$ cat src/rtl/btu_pkg.sv
// Shared types, constants and the Thumb condition check for the branch target unit.
// Used by every stage of the pipeline; depends on nothing.
`default_nettype none
package btu_pkg;

   localparam logic [23:0] ARM_BX_CODE  = 24'h12FFF1;
   localparam logic [23:0] ARM_BLX_CODE = 24'h12FFF3;
   localparam logic [2:0]  ARM_B_CODE   = 3'b101;
   localparam logic [3:0]  THUMB_BCC_CODE   = 4'b1101;
   localparam logic [4:0]  THUMB_B_CODE     = 5'b11100;
   localparam logic [4:0]  THUMB_BLX_LO     = 5'b11101;
   localparam logic [4:0]  THUMB_BL_HI      = 5'b11110;
   localparam logic [4:0]  THUMB_BL_LO      = 5'b11111;
   localparam logic [7:0]  THUMB_BX_CODE    = 8'h47;

   localparam logic [3:0] COND_EQ = 4'h0;
   localparam logic [3:0] COND_NE = 4'h1;
   localparam logic [3:0] COND_CS = 4'h2;
   localparam logic [3:0] COND_CC = 4'h3;
   localparam logic [3:0] COND_MI = 4'h4;
   localparam logic [3:0] COND_PL = 4'h5;
   localparam logic [3:0] COND_VS = 4'h6;
   localparam logic [3:0] COND_VC = 4'h7;
   localparam logic [3:0] COND_HI = 4'h8;
   localparam logic [3:0] COND_LS = 4'h9;
   localparam logic [3:0] COND_GE = 4'hA;
   localparam logic [3:0] COND_LT = 4'hB;
   localparam logic [3:0] COND_GT = 4'hC;
   localparam logic [3:0] COND_LE = 4'hD;

   typedef enum logic [1:0] {
      MASK_NONE,
      MASK_BIT0,
      MASK_BITS10
   } mask_type;

   typedef struct packed {
      logic     is_branch;
      logic     taken;
      logic     link_write;
      logic     link_or1;
      logic     next_thumb;
      mask_type mask;
   } ctl_type;

   typedef struct packed {
      ctl_type     ctl;
      logic [31:0] tgt_a;
      logic [31:0] tgt_b;
      logic [3:0]  tgt_c;
      logic [31:0] lnk_a;
      logic [31:0] lnk_b;
      logic [3:0]  lnk_c;
   } dec_type;

   typedef struct packed {
      ctl_type     ctl;
      logic [31:0] tgt_sum;
      logic [31:0] lnk_sum;
   } sum_type;

   function automatic logic cond_pass(input logic [3:0] cond, input logic [3:0] f);
      logic n, z, c, v, pass;
      n = f[3];
      z = f[2];
      c = f[1];
      v = f[0];
      unique case (cond)
         COND_EQ: pass = z;
         COND_NE: pass = !z;
         COND_CS: pass = c;
         COND_CC: pass = !c;
         COND_MI: pass = n;
         COND_PL: pass = !n;
         COND_VS: pass = v;
         COND_VC: pass = !v;
         COND_HI: pass = c && !z;
         COND_LS: pass = !c || z;
         COND_GE: pass = (n == v);
         COND_LT: pass = (n != v);
         COND_GT: pass = !z && (n == v);
         COND_LE: pass = z || (n != v);
         default: pass = 1'b1;
      endcase
      return pass;
   endfunction

endpackage
`default_nettype wire

$ cat src/rtl/btu_decode.sv
// First pipeline stage: decodes the ARM or Thumb branch form and lines up adder operands.
// Depends on btu_pkg.
`default_nettype none
module btu_decode (
   input  wire logic            clock,
   input  wire logic            reset,
   input  wire logic            in_valid,
   output logic                 in_ready,
   input  wire logic            thumb_mode,
   input  wire logic [31:0]     instruction,
   input  wire logic [31:0]     instr_address,
   input  wire logic [31:0]     reg_value,
   input  wire logic [31:0]     link_value,
   input  wire logic [3:0]      cond_flags,
   output logic                 out_valid,
   input  wire logic            out_ready,
   output btu_pkg::dec_type     out_data
);

   logic             valid_ff;
   btu_pkg::dec_type data_ff;
   btu_pkg::dec_type data_in;
   logic [15:0]      h;

   assign in_ready  = !valid_ff || out_ready;
   assign out_valid = valid_ff;
   assign out_data  = data_ff;
   assign h         = instruction[15:0];

   always_comb begin
      data_in = '0;
      data_in.ctl.next_thumb = thumb_mode;
      data_in.ctl.mask       = btu_pkg::MASK_NONE;
      data_in.tgt_a = instr_address;
      data_in.lnk_a = instr_address;
      if (!thumb_mode) begin
         data_in.tgt_c = 4'd4;
         data_in.lnk_c = 4'd4;
         if (instruction[27:4] == btu_pkg::ARM_BX_CODE ||
             instruction[27:4] == btu_pkg::ARM_BLX_CODE) begin
            data_in.ctl.is_branch  = 1'b1;
            data_in.ctl.taken      = 1'b1;
            data_in.ctl.next_thumb = reg_value[0];
            data_in.ctl.mask       = btu_pkg::MASK_BIT0;
            data_in.ctl.link_write = (instruction[27:4] == btu_pkg::ARM_BLX_CODE);
            data_in.tgt_a = reg_value;
            data_in.tgt_c = 4'd0;
         end else if (instruction[27:25] == btu_pkg::ARM_B_CODE) begin
            data_in.ctl.is_branch  = 1'b1;
            data_in.ctl.taken      = 1'b1;
            data_in.ctl.link_write = instruction[24];
            data_in.tgt_b = {{6{instruction[23]}}, instruction[23:0], 2'b00};
            data_in.tgt_c = 4'd8;
         end
      end else begin
         data_in.tgt_c = 4'd2;
         // Thumb links carry the return address with the mode bit set.
         data_in.lnk_c = 4'd2;
         data_in.ctl.link_or1 = 1'b1;
         if (h[15:12] == btu_pkg::THUMB_BCC_CODE && h[11:9] != 3'b111) begin
            data_in.ctl.is_branch = 1'b1;
            if (btu_pkg::cond_pass(h[11:8], cond_flags)) begin
               data_in.ctl.taken = 1'b1;
               data_in.tgt_b = {{23{h[7]}}, h[7:0], 1'b0};
               data_in.tgt_c = 4'd4;
            end
         end else if (h[15:11] == btu_pkg::THUMB_B_CODE) begin
            data_in.ctl.is_branch = 1'b1;
            data_in.ctl.taken     = 1'b1;
            data_in.tgt_b = {{20{h[10]}}, h[10:0], 1'b0};
            data_in.tgt_c = 4'd4;
         end else if (h[15:11] == btu_pkg::THUMB_BL_HI) begin
            // The high half only stages the upper offset in the link register.
            data_in.ctl.is_branch  = 1'b1;
            data_in.ctl.link_write = 1'b1;
            data_in.ctl.link_or1   = 1'b0;
            data_in.lnk_b = {{9{h[10]}}, h[10:0], 12'h000};
            data_in.lnk_c = 4'd4;
         end else if (h[15:11] == btu_pkg::THUMB_BL_LO ||
                      h[15:11] == btu_pkg::THUMB_BLX_LO) begin
            data_in.ctl.is_branch  = 1'b1;
            data_in.ctl.taken      = 1'b1;
            data_in.ctl.link_write = 1'b1;
            if (h[15:11] == btu_pkg::THUMB_BLX_LO) begin
               data_in.ctl.next_thumb = 1'b0;
               data_in.ctl.mask       = btu_pkg::MASK_BITS10;
            end
            data_in.tgt_a = link_value;
            data_in.tgt_b = {20'h00000, h[10:0], 1'b0};
            data_in.tgt_c = 4'd0;
         end else if (h[15:8] == btu_pkg::THUMB_BX_CODE) begin
            data_in.ctl.is_branch  = 1'b1;
            data_in.ctl.taken      = 1'b1;
            data_in.ctl.link_write = h[7];
            data_in.ctl.next_thumb = reg_value[0];
            data_in.ctl.mask       = btu_pkg::MASK_BIT0;
            data_in.tgt_a = reg_value;
            data_in.tgt_c = 4'd0;
         end
      end
   end

   always_ff @(posedge clock) begin
      if (reset) begin
         valid_ff <= 1'b0;
      end else if (in_ready) begin
         valid_ff <= in_valid;
      end
      if (in_ready && in_valid) begin
         data_ff <= data_in;
      end
   end

endmodule
`default_nettype wire

$ cat src/rtl/btu_add.sv
// Second pipeline stage: the target and link three-operand adders.
// Depends on btu_pkg.
`default_nettype none
module btu_add (
   input  wire logic             clock,
   input  wire logic             reset,
   input  wire logic             in_valid,
   output logic                  in_ready,
   input  wire btu_pkg::dec_type in_data,
   output logic                  out_valid,
   input  wire logic             out_ready,
   output btu_pkg::sum_type      out_data
);

   logic             valid_ff;
   btu_pkg::sum_type data_ff;
   btu_pkg::sum_type data_in;

   assign in_ready  = !valid_ff || out_ready;
   assign out_valid = valid_ff;
   assign out_data  = data_ff;

   always_comb begin
      data_in.ctl     = in_data.ctl;
      data_in.tgt_sum = in_data.tgt_a + in_data.tgt_b + {28'h0000000, in_data.tgt_c};
      data_in.lnk_sum = in_data.lnk_a + in_data.lnk_b + {28'h0000000, in_data.lnk_c};
   end

   always_ff @(posedge clock) begin
      if (reset) begin
         valid_ff <= 1'b0;
      end else if (in_ready) begin
         valid_ff <= in_valid;
      end
      if (in_ready && in_valid) begin
         data_ff <= data_in;
      end
   end

endmodule
`default_nettype wire

$ cat src/rtl/btu_select.sv
// Third pipeline stage: target alignment, link value formation and the output register.
// Depends on btu_pkg.
`default_nettype none
module btu_select (
   input  wire logic             clock,
   input  wire logic             reset,
   input  wire logic             in_valid,
   output logic                  in_ready,
   input  wire btu_pkg::sum_type in_data,
   output logic                  out_valid,
   input  wire logic             out_ready,
   output logic                  is_branch,
   output logic                  taken,
   output logic [31:0]           next_pc,
   output logic                  link_write,
   output logic [31:0]           link_result,
   output logic                  next_thumb
);

   logic        valid_ff;
   logic        is_branch_ff, taken_ff, link_write_ff, next_thumb_ff;
   logic [31:0] next_pc_ff, link_result_ff;
   logic [31:0] next_pc_in, link_result_in;

   assign in_ready    = !valid_ff || out_ready;
   assign out_valid   = valid_ff;
   assign is_branch   = is_branch_ff;
   assign taken       = taken_ff;
   assign next_pc     = next_pc_ff;
   assign link_write  = link_write_ff;
   assign link_result = link_result_ff;
   assign next_thumb  = next_thumb_ff;

   always_comb begin
      unique case (in_data.ctl.mask)
         btu_pkg::MASK_BIT0:   next_pc_in = {in_data.tgt_sum[31:1], 1'b0};
         btu_pkg::MASK_BITS10: next_pc_in = {in_data.tgt_sum[31:2], 2'b00};
         default:              next_pc_in = in_data.tgt_sum;
      endcase
      if (in_data.ctl.link_write) begin
         link_result_in = {in_data.lnk_sum[31:1], in_data.lnk_sum[0] | in_data.ctl.link_or1};
      end else begin
         link_result_in = '0;
      end
   end

   always_ff @(posedge clock) begin
      if (reset) begin
         valid_ff <= 1'b0;
      end else if (in_ready) begin
         valid_ff <= in_valid;
      end
      if (in_ready && in_valid) begin
         is_branch_ff   <= in_data.ctl.is_branch;
         taken_ff       <= in_data.ctl.taken;
         link_write_ff  <= in_data.ctl.link_write;
         next_thumb_ff  <= in_data.ctl.next_thumb;
         next_pc_ff     <= next_pc_in;
         link_result_ff <= link_result_in;
      end
   end

endmodule
`default_nettype wire

$ cat src/rtl/arm_thumb_branch_target_unit.sv
// ARM/Thumb branch target unit: a three-stage pipeline (decode, add, select) that takes one
// instruction per cycle while not stalled; each result leaves from the select stage's register. Every stage
// holds its item under backpressure, so the unit keeps one transfer per cycle as long as the
// result side takes one per cycle. Depends on btu_pkg, btu_decode, btu_add and btu_select.
`default_nettype none
module arm_thumb_branch_target_unit (
   input  wire logic        clock,
   input  wire logic        reset,
   input  wire logic        req_valid,
   output logic             req_ready,
   input  wire logic        req_thumb_mode,
   input  wire logic [31:0] req_instruction,
   input  wire logic [31:0] req_instr_address,
   input  wire logic [31:0] req_reg_value,
   input  wire logic [31:0] req_link_value,
   input  wire logic [3:0]  req_cond_flags,
   output logic             rsp_valid,
   input  wire logic        rsp_ready,
   output logic             rsp_is_branch,
   output logic             rsp_taken,
   output logic [31:0]      rsp_next_pc,
   output logic             rsp_link_write,
   output logic [31:0]      rsp_link_result,
   output logic             rsp_next_thumb
);

   logic             dec_valid, dec_ready;
   btu_pkg::dec_type dec_data;
   logic             sum_valid, sum_ready;
   btu_pkg::sum_type sum_data;

   btu_decode u_decode (
      .clock         (clock),
      .reset         (reset),
      .in_valid      (req_valid),
      .in_ready      (req_ready),
      .thumb_mode    (req_thumb_mode),
      .instruction   (req_instruction),
      .instr_address (req_instr_address),
      .reg_value     (req_reg_value),
      .link_value    (req_link_value),
      .cond_flags    (req_cond_flags),
      .out_valid     (dec_valid),
      .out_ready     (dec_ready),
      .out_data      (dec_data)
   );

   btu_add u_add (
      .clock     (clock),
      .reset     (reset),
      .in_valid  (dec_valid),
      .in_ready  (dec_ready),
      .in_data   (dec_data),
      .out_valid (sum_valid),
      .out_ready (sum_ready),
      .out_data  (sum_data)
   );

   btu_select u_select (
      .clock       (clock),
      .reset       (reset),
      .in_valid    (sum_valid),
      .in_ready    (sum_ready),
      .in_data     (sum_data),
      .out_valid   (rsp_valid),
      .out_ready   (rsp_ready),
      .is_branch   (rsp_is_branch),
      .taken       (rsp_taken),
      .next_pc     (rsp_next_pc),
      .link_write  (rsp_link_write),
      .link_result (rsp_link_result),
      .next_thumb  (rsp_next_thumb)
   );

endmodule
`default_nettype wire

$ cat config.mk
export PLATFORM = sky130hd
export DESIGN_NAME = arm_thumb_branch_target_unit
export DESIGN_NICKNAME = d
export VERILOG_FILES = /design/src/rtl/btu_pkg.sv /design/src/rtl/btu_decode.sv /design/src/rtl/btu_add.sv /design/src/rtl/btu_select.sv /design/src/rtl/arm_thumb_branch_target_unit.sv
export SDC_FILE = /design/constraint.sdc
export NUM_CORES = 1
export LEC_CHECK = 0
export ABC_AREA = 1
export BUFFER_PORTS_ARGS = -buffer_cell sky130_fd_sc_hd__buf_2
export CELL_PAD_IN_SITES_DETAIL_PLACEMENT = 0
export CELL_PAD_IN_SITES_GLOBAL_PLACEMENT = 1
export CORE_AREA = 8 8 182 184
export DETAILED_ROUTE_END_ITERATION = 12
export DIE_AREA = 0 0 190 192
export GPL_ROUTABILITY_DRIVEN = 0
export GPL_TIMING_DRIVEN = 0
export PLACE_DENSITY_LB_ADDON = 0.1
export SYNTH_ARGS = -nofsm -noshare
export SYNTH_HDL_FRONTEND = slang
export SYNTH_SLANG_ARGS = --single-unit
$ cat constraint.sdc
create_clock -name clock -period 6.5 [get_ports clock]
set_clock_uncertainty 0.15 [all_clocks]
set_input_delay 0.325 -clock clock [delete_from_list [all_inputs] [get_ports clock]]
set_output_delay 0.325 -clock clock [all_outputs]
set_load 0.1 [all_outputs]
==> out/qor.yml <==
numCtsBuffers: 27
rrSetupSlack_ns: 3.43
drive_above_1_share_pct: 15.1
max_stage_delay_ns: 0.54
ys_seq_elements: 253
cts_tree: "done"
synth_compound_area_share_pct: 5.05
ios: 207
power_density_nw_per_um2: 248
grt_pass1_wl_mm: 66.4
status: "finished clean"
ys_top_cells_by_count: "nand2_1, edfxtp_1, nand3_1, inv_1, nor2_1"
hold-path-cell-count: 3
syn_nets: 1784
synthMuxAreaShare_pct: 0
fin_crit_sh_pct: 47.3
synth_area_leaders: "edfxtp_1, nand2_1, nand3_1, ha_1, inv_1"
final_nets: 2066
cpLargestDelayFamily: "adder cells"
netlist_instances: 1564
maxCapViolCount: 0
initial_core_util_pct: 47.3
min_path_type: "input pin to flip-flop"
met1_length_mm: 20.2
p_leak_nw: 7.93
seq_area_frac_synth_pct: 53.0
synth_top_family_by_area: "simple AND/OR/NAND/NOR gates"
crit_top_cell: "nand2_1"
synth_xor_area_share_pct: 2.15
syn_area_um2: 14300
dr.max_layer_used: "met5"
dr_wl_met3_mm: 4.22
synth_most_common_cell: "nand2_1"
num_rows: 64
crit_required_ns: 6.64
reg2reg_depth: 13
crit_type: "flip-flop to flip-flop"
drv_slew: 0
drc: 0
cts_root_buffer: "clkbuf_16"
track_usage_pct: 23.3
crit_arrival_ns: 3.21
cp_num_buf_inv: 0
start_kind: "flip-flop"
r2r_start: "u_decode.out_data[70]$_DFFE_PP_"
drt-initial-drc-count: 1319
cp_num_cells: 13
setup_violations: 0
fmax_mhz: 325
dpl_cell_area_um2: 15900
routed_wl_mm: 43.1
clock_latency_ns: 0.55
wl_per_cell_um: 19.0
total_power_mw: 4.29
slew_headroom_pct: 37.9
synth-main-ff-cell: "edfxtp_1"
multi_input_area_um2: 5870
synth-simple-area-share_pct: 26.3
cts.repair.resized: 0
die_w_um: 190
worstMarginPinSlew_ns: 0.932
fillers: 2799
async_flop_share_pct: 0
tns_ns: 0
cp-endpoint: "u_add.out_data[62]$_DFFE_PP_"
grt_setup_unrepaired: "no"
fin_area_um2: 17300
clock_sinks: 253
core_area_um2: 30200
fp.dieArea_um2: 36500
worst_slack_ns: 3.43
final_hold_viol_count: 0
fin_crit_ns: 3.07
postCtsSetupRepairBufs: 0
die_y_um: 192
vias: 12400
timing.rr.end: "u_add.out_data[62]$_DFFE_PP_"
overflow: 0
hpwlAfterDp_mm: 33.7
synth_largest_area_cell: "edfxtp_1"
cts_hold_buf: 51
clk_pin_slew_ns: 0.06
grt_max_degree: 78
syn2layout_area_growth_pct: 21.3
worstPathCellList: "fa_1 > ha_1 > fa_1 > nand3_1 > nand2_1 > nand2_1 > nand2_1 > nand2_1 > nand2_1 > nand2_1 > nand2_1 > nand2_1 > nand2_1"
whs_ns: 0.0131
synth_top_area_share_pct: 52.6
pre_cts_slack_ns: 3.45
synth_edf_count: 250
cp_max_fo: 4
yosys.cell_types.count: 40
clockBufferDepth: 3
port_buffers: 199
h-tree-depth: 1
cp-end-kind: "flip-flop"
regArea_um2: 7570
dr.pass1.iters: 5
critPathSlowestCell: "fa_1"
synthAdderAreaFrac_pct: 7.53
antenna_left: 0
crit_start: "u_decode.out_data[70]$_DFFE_PP_"
grt_pass1_vias: 11800
dr_wl_met2_mm: 17.8
synth_warnings: 0
vias_per_cell: 5.46
ir_drop_uv: 184
antenna_found_initial: 5
syn_area_per_cell_um2: 9.13
==> final cells by class <==
cell class	count	area share, %
timing repair buffer	253	9.08
buffer	48	1.22
inverter	173	3.78
clock inverter	14	1.34
sequential	253	43.7
tap	396	2.86
multi-input combinational	1090	33.9
clock buffer	36	4.15
antenna	3	0.0433
==> per-layer routing <==
layer | GRT usage (%) | up-vias
met1 | 34.5 | 5770
met2 | 34.3 | 545
met5 | 0 | -
met3 | 5.21 | 64
li1 | - | 5986
met4 | 5.05 | 8
==> where the power goes <==
group | leakage, nW | internal, mW | switching, mW
clock | 0.456 | 1.02 | 0.637
combinational | 5.03 | 0.211 | 0.488
sequential | 2.44 | 1.91 | 0.0297
total | 7.93 | 3.14 | 1.15
==> worst min path at each step <==
stage                                     startpoint                                   to
finish                            req_instruction[2]      u_decode.out_data[76]$_DFFE_PP_
global route                      req_instruction[2]  u_decode.out_data[18]$_SDFFCE_PP0P_
CTS                               req_instruction[3]  u_decode.out_data[19]$_SDFFCE_PP0P_
detailed placement  u_decode.out_data[141]$_DFFE_PP_         u_add.out_data[69]$_DFFE_PP_
global placement        u_add.out_data[34]$_DFFE_PP_        u_select.next_pc[2]$_DFFE_PP_
floorplan                                      reset         u_add.out_valid$_SDFFE_PP0P_
==> registers in the layout, indices dropped and copies added (netlist names), 32 cells and up <==
register              cells
u_add.out_data           71
u_decode.out_data       111
u_select.link_result     32
u_select.next_pc         32
==> placed cells by master, fill, tap and decap left out, types with 32 or more instances in the layout <==
cell type        n
dlygate4sd3_1   51
ha_1            78
nand4_1         60
a21oi_1         68
nor2_1         105
nand2_1        385
edfxtp_1       250
buf_2          217
inv_1          165
clkbuf_1        32
o21ai_0         41
nand3_1        245
==> tightest hold or removal path: stages <==
cell	delay (ns)
buf_2	0.11
nand3_1	0.07
nand2_1	0.08
==> stage by stage <==
step	cells	util (%)
global route	2264	57.4
floorplan	1564	-
CTS	2263	57.4
global placement	2159	52.3
detailed placement	2162	52.5
finish	2266	57.4
==> logic make-up (layout without fill, tap and decap cells) <==
family | count (synthesis) | in the layout
and+or+nand+nor | 839 | 839
DFF | 253 | 253
other | 0 | 3
adders and majority gates | 83 | 83
xor gates and xnor gates | 35 | 35
AOI/OAI and AO/OA | 133 | 133
buffers and inverters | 221 | 524
No activity file was read; power rests on OpenSTA's default activity.
